[config.mk]
export PLATFORM = sky130hd
export DESIGN_NAME = tte_cell
export DESIGN_NICKNAME = d
export VERILOG_FILES = /design/src/rtl/core/tte_pkg.sv /design/src/rtl/core/tte_cell.sv
export SDC_FILE = /design/constraint.sdc
export NUM_CORES = 1
export LEC_CHECK = 0
export BUFFER_PORTS_ARGS = -buffer_cell sky130_fd_sc_hd__buf_4
export CAP_MARGIN = 20
export CORE_AREA = 2 2 156 158
export DETAILED_ROUTE_END_ITERATION = 6
export DIE_AREA = 0 0 158 160
export HOLD_SLACK_MARGIN = 0.02
export SYNTH_ARGS = -nofsm -noshare
export SYNTH_HDL_FRONTEND = slang
export SYNTH_SLANG_ARGS = --single-unit
[constraint.sdc]
create_clock -name clk_i -period 4.3 [get_ports clk_i]
set_input_delay 0.86 -clock clk_i [delete_from_list [all_inputs] [get_ports clk_i]]
set_output_delay 0.86 -clock clk_i [all_outputs]
set_load 0.05 [all_outputs]
[src/rtl/core/tte_pkg.sv]
// ----------------------------------------------------------------------------
// tte_pkg
// Shared types and codes of the record table: modes, status codes, the
// stored record and the command broadcast to the row of table cells.
// ----------------------------------------------------------------------------
package tte_pkg;

  localparam int unsigned PTR_W = 6;

  localparam logic [2:0] MODE_APPEND  = 3'd0;
  localparam logic [2:0] MODE_UPDATE  = 3'd1;
  localparam logic [2:0] MODE_REMOVE  = 3'd2;
  localparam logic [2:0] MODE_COMPACT = 3'd3;
  localparam logic [2:0] MODE_LIST    = 3'd4;

  localparam logic [1:0] STATUS_OK        = 2'd0;
  localparam logic [1:0] STATUS_FULL      = 2'd1;
  localparam logic [1:0] STATUS_NOT_FOUND = 2'd2;
  localparam logic [1:0] STATUS_EMPTY     = 2'd3;

  typedef struct packed {
    logic signed [31:0] key;
    logic signed [31:0] qty;
    logic        [31:0] val;
    logic               deleted;
  } rec_t;

  typedef enum logic [2:0] {
    CMD_HOLD,
    CMD_LEFT,
    CMD_RIGHT,
    CMD_SQUEEZE,
    CMD_LOAD
  } cell_cmd_e;

  typedef struct packed {
    cell_cmd_e          cmd;
    logic [PTR_W-1:0]   ptr;
  } cell_ctrl_t;

endpackage

[src/rtl/core/tte_cell.sv]
// ----------------------------------------------------------------------------
// tte_cell
// One slot of the record row. Holds a record, takes the neighbor's record
// on a rotate, opens a gap on a squeeze step, or loads a new record.
// ----------------------------------------------------------------------------
module tte_cell import tte_pkg::*; #(
  parameter int unsigned IDX = 0
) (
  input  logic       clk_i,
  input  cell_ctrl_t ctrl_i,
  input  rec_t       left_i,
  input  rec_t       right_i,
  input  rec_t       load_i,
  output rec_t       rec_o
);

  rec_t rec_q, rec_d;

  always_comb begin
    rec_d = rec_q;
    case (ctrl_i.cmd)
      CMD_HOLD:  rec_d = rec_q;
      CMD_LEFT:  rec_d = right_i;
      CMD_RIGHT: rec_d = left_i;
      CMD_SQUEEZE: begin
        if (PTR_W'(IDX) > ctrl_i.ptr) begin
          rec_d = left_i;
        end else if (PTR_W'(IDX) == ctrl_i.ptr) begin
          rec_d.deleted = 1'b1;
        end
      end
      CMD_LOAD: begin
        if (PTR_W'(IDX) == ctrl_i.ptr) begin
          rec_d = load_i;
        end
      end
      default:   rec_d = rec_q;
    endcase
  end

  always_ff @(posedge clk_i) begin
    rec_q <= rec_d;
  end

  assign rec_o = rec_q;

endmodule

# Word level (Yosys, flattened, before mapping)
# Index checks and enable logic that the tools add are counted.
[op_classes] n_lt_le_gt_ge=1 eq_ne=7 n_mux=5 reduce_logical=4
[op_table] op="$pmux 97 s4" n=1
[op_table] op="$mux 97" n=1
[op_table] op="$mux 96" n=1
[op_table] op="$eq 3x2->1 const B" n=2
[op_table] op="$gt 1x6->1 const A" n=1
[op_table] op="$logic_not 6->1" n=1
[op_table] op="$reduce_and 3->1" n=2
[op_table] op="$ne 2x2->1 const B" n=2
[op_table] op="$reduce_bool 4->1" n=1
[op_table] op="$eq 3x1->1 const B" n=1
[op_table] op="$eq 3x3->1 const B" n=1
[op_table] op="$ne 3x3->1 const B" n=1
[op_table] op="$mux 1" n=2
[word_totals] reg_bits=97 inputBits=301 elab_cells=21

# Depth between registers and ports, before layout
[logic_depth] ltp_word=4 depth_mapped=6 ltp_nobuf=3

# Least setup slack after synthesis
# No wires, ideal clock.
[synth_path] path_type="input to register" from="in ctrl_i[6] (netlist bit)" to="reg rec_q (netlist bit rec_o[10]), enable pin" arrival_time_ns=3.637 path_slack_ns=0.205 cell_stages=6 path_cell_list="nor3b_1 > buf_2 > buf_4 > buf_4 > nand3_1 > nand2_1"
[synth_between] elab_chain_len=3
[synth_lines] element="start: declaration" line="tte_cell.sv:10" source="input cell_ctrl_t ctrl_i,"
[synth_lines] element="$eq 3x3->1, or another cell as far along" line="tte_cell.sv:21" source="case (ctrl_i.cmd)"
[synth_lines] element="$reduce_bool 4->1 (no line) / $ne 2x2->1 (equally long branches)"
[synth_lines] element="$reduce_and 3->1 (no line) *"
[synth_lines] element="end signal: assignment" line="tte_cell.sv:42" source="rec_q <= rec_d;"
[synth_lines] element="end: declaration" line="tte_cell.sv:17" source="rec_t rec_q, rec_d;"
# Mark *: on every way between the ends. The rest lies on a longest branch, timed or not.
# A chain may end at the register's enable or synchronous reset.

# Final worst setup path
[layout_path] from="in ctrl_i[6] (netlist bit)" to="reg rec_q (netlist bit rec_o[24]), enable pin"
# Same word-level chain as after synthesis.

==> impl_metrics.csv <==
group,metric,value,unit
sta,finalSetupTns,0,ns
worst_setup_path,crit_family,"simple AND/OR/NAND/NOR gates",
finish,n_fill_cell,2433,
synthesis,synth_xor_xnor_area_share,0,
worst_hold_path,hold_path_class,"input pin to flip-flop",
power,p_sw_frac,0.3109,
synthesis,avgSynthCellArea,14.15,sq um
worst_setup_path,cp-end-kind,"flip-flop",
synthesis,synth_top_area_frac,0.6109,
finish,area_growth,75.10,%
floorplan,boundaryPins,398,
worst_setup_path,cp.depth,5,
cts,htree_levels,3,
sta,max_freq,405.9,MHz
power,internal-power,1917,uW
synthesis,yosys_warnings,0,
sta,drv_slew,0,
synthesis,synth_top_family_by_area,"compound AO/OA/AOI/OAI gates",
cts,root_buffer,"clkbuf_16",
global_routing,gr-total-overflow,0,
worst_setup_path,path_max_fanout,49,
cts,clkTransAtPathRegs,0.07,ns
sta,finalSetupViolations,0,
global_routing,grt_max_degree,51,
synthesis,seq_area_frac_synth,0.6109,
sta,max_slew.worst_pin.slew,0.6958,ns
floorplan,core-area,23820,sq um
sta,finalCritPeriodShare,0.5729,
status,status,"completed",
synthesis,yosys-top-cells-area,"edfxtp_1, a22o_1, a21o_1",
cts,cts_tree,"done",
power,p_leak,0.004072,uW
finish,finish.net_count,1021,
sta,holdWs,0.7778,ns
floorplan,fp.dieW,158,microns
worst_setup_path,crit_type,"input pin to flip-flop",
worst_setup_path,path_buf_inv,2,
routing,routedWlPerCell,16.85,microns
sta,rsz0062_at_grt,"no",
floorplan,die_area,25280,sq um
place,place_area,8075,sq um
synthesis,syn_area,4768,sq um
routing,wl,17700,microns
global_routing,grt_pass1_vias,4743,
routing,drt_iter0_drc,203,
synthesis,synth_nets,638,
power,power_frac_seq,0.421,
sta,hold_viol,0,
cts,cts_num_sinks,97,
cts,ctsResizeCount,0,
worst_setup_path,critPathRequiredTime,4.32,ns
routing,route.vias.total,4512,
finish,largest_register_ffs,97,
finish,multi_input_area,1687,sq um
synthesis,synth_compound_area_frac,0.3348,
finish,design_area,8349,sq um
synthesis,synthAdderAreaFrac,0,
synthesis,yosysTopAreaCell,"edfxtp_1",
synthesis,ys_types,19,
routing,vias_per_cell,4.297,
routing,drt_pre_antenna_iters,4,
floorplan,start_util,0.2002,
global_routing,gr-usage-met1,0.1418,
place,portBuffers,397,
global_routing,grt_pass1_wl,25570,microns
global_routing,busiest_layer,"met2",
worst_setup_path,critPathSlowestCell,"nand2_4",
power,pwr-share-clk,0.274,
worst_setup_path,cp-endpoint,"rec_o[24]$_DFFE_PP_",
sta,period_needed,2.464,ns
cts,cts_setup_buffers,0,
worst_setup_path,slowest_delay,0.55,ns
synthesis,postSynthCellCount,337,
cts,clock_path_buffers,2,
synthesis,synth-seq-cells,97,
power,max-vdd-ir-drop,0.1211,mV
power,power_per_cell_area,333.1,nW/um^2
cts,cts_buffers,9,
global_routing,grt_util_met2,0.2476,
routing,drc,0,
worst_setup_path,cp-startpoint,"ctrl_i[6]",
flow_run,maxCapViolCount,0,
finish,regArea,2913,sq um
place,hpwl,13550,microns
cts,postCtsHoldBufs,0,
finish,drive_gt1_frac,0.5821,
floorplan,die_y,160,microns
sta,slew_headroom,0.5361,
synthesis,synth_mux_area_frac,0,
floorplan,rows,57,
power,power_frac_comb,0.306,
power,p_switching,864.7,uW
synthesis,synth-simple-area-share,0.01364,
routing,postRouteAntennaNets,0,
worst_setup_path,worstPathCellList,"buf_4 -> nor3b_2 -> nand3_1 -> nand2_4 -> buf_12",
worst_setup_path,critPathArrivalTime,2.49,ns
global_routing,antenna_found_initial,1,
worst_setup_path,worst_setup_path_start_kind,"input pin",
global_routing,grtUsageTotal,0.1341,
global_routing,use_met3,0.04315,
place,gp_congestion,0.7501,
per-stage QoR:
| step | worst slack (ns) | utilization | power [uW] | cells |
|---|---|---|---|---|
| floorplan | 0.2052 | - | 1661 | 337 |
| global placement | 1.388 | 0.3382 | 2043 | 1032 |
| detailed placement | 1.373 | 0.3390 | 2051 | 1033 |
| CTS | 1.746 | 0.3504 | 2833 | 1049 |
| global route | 1.692 | 0.3505 | 2912 | 1050 |
| finish | 1.836 | 0.3505 | 2781 | 1050 |
layout by cell type (no fill, tap or decap):
cell type,count
buf_4,401
a21o_1,97
edfxtp_1,97
a22o_1,96
clkbuf_16,9
buf_12,3
nand2b_1,2
nand3_1,2
inv_6,2
clkbuf_1,2
diode_2,1
nor2b_4,1
nor3b_2,1
nor2_4,1
o22ai_1,1
o21bai_1,1
o311ai_0,1
o21ai_0,1
nor2_1,1
nor4_1,1
nand2_4,1
nand4b_1,1
clkinv_2,1
clkinvlp_4,1
clkinv_4,1
area by class of cell:
| class | instances | area share |
|---|---|---|
| flip-flops and latches | 97 | 0.3489 |
| well taps | 324 | 0.04855 |
| repair buffers | 404 | 0.3677 |
| clock buffers | 11 | 0.02787 |
| clock inverters | 5 | 0.004646 |
| diodes | 1 | 0.0002997 |
| multi-input cells | 208 | 0.2020 |
power groups by stage:
stage                     registers (uW)  clock network [uW]  logic [uW]
after floorplan                     1480                   0         182
after global placement              1190                   0         854
after detailed placement            1190                   0         859
after CTS                           1170                 800         861
after global routing                1180                 836         898
final                               1170                 762         850
worst min path at each step:
stage	from	endpoint	slack, ns	cells after the start
after floorplan	right_i[10]	rec_o[10]$_DFFE_PP_	1.05	1
after detailed placement	right_i[60]	rec_o[60]$_DFFE_PP_	1.13	2
after global routing	right_i[12]	rec_o[12]$_DFFE_PP_	0.76	2
after global placement	right_i[21]	rec_o[21]$_DFFE_PP_	1.13	2
final	right_i[33]	rec_o[33]$_DFFE_PP_	0.78	2
after CTS	right_i[12]	rec_o[12]$_DFFE_PP_	0.76	2
logic make-up after synthesis:
kind of cell	count (synthesis)
compound gates	197
flops	97
buf+inv	32
simple gates	11
synth_stat cells:
cell type  number
a21o_1         97
edfxtp_1       97
a22o_1         96
buf_2          20
buf_4          11
nand2b_1        2
nand3_1         2
buf_6           1
nand2_1         1
nand4b_1        1
nor2_1          1
nor2_2          1
nor2b_1         1
nor3b_1         1
nor4_1          1
o21ai_0         1
o21bai_1        1
o22ai_1         1
o311ai_0        1
layer usage:
| layer | part of all wire | wire [microns] |
|---|---|---|
| met1 | 0.37 | 6606 |
| met3 | 0.094 | 1666 |
| met2 | 0.51 | 9097 |
| met4 | 0.018 | 325 |
| met5 | 0 | 0 |
Note: power is estimated with default switching activity, not from simulation.
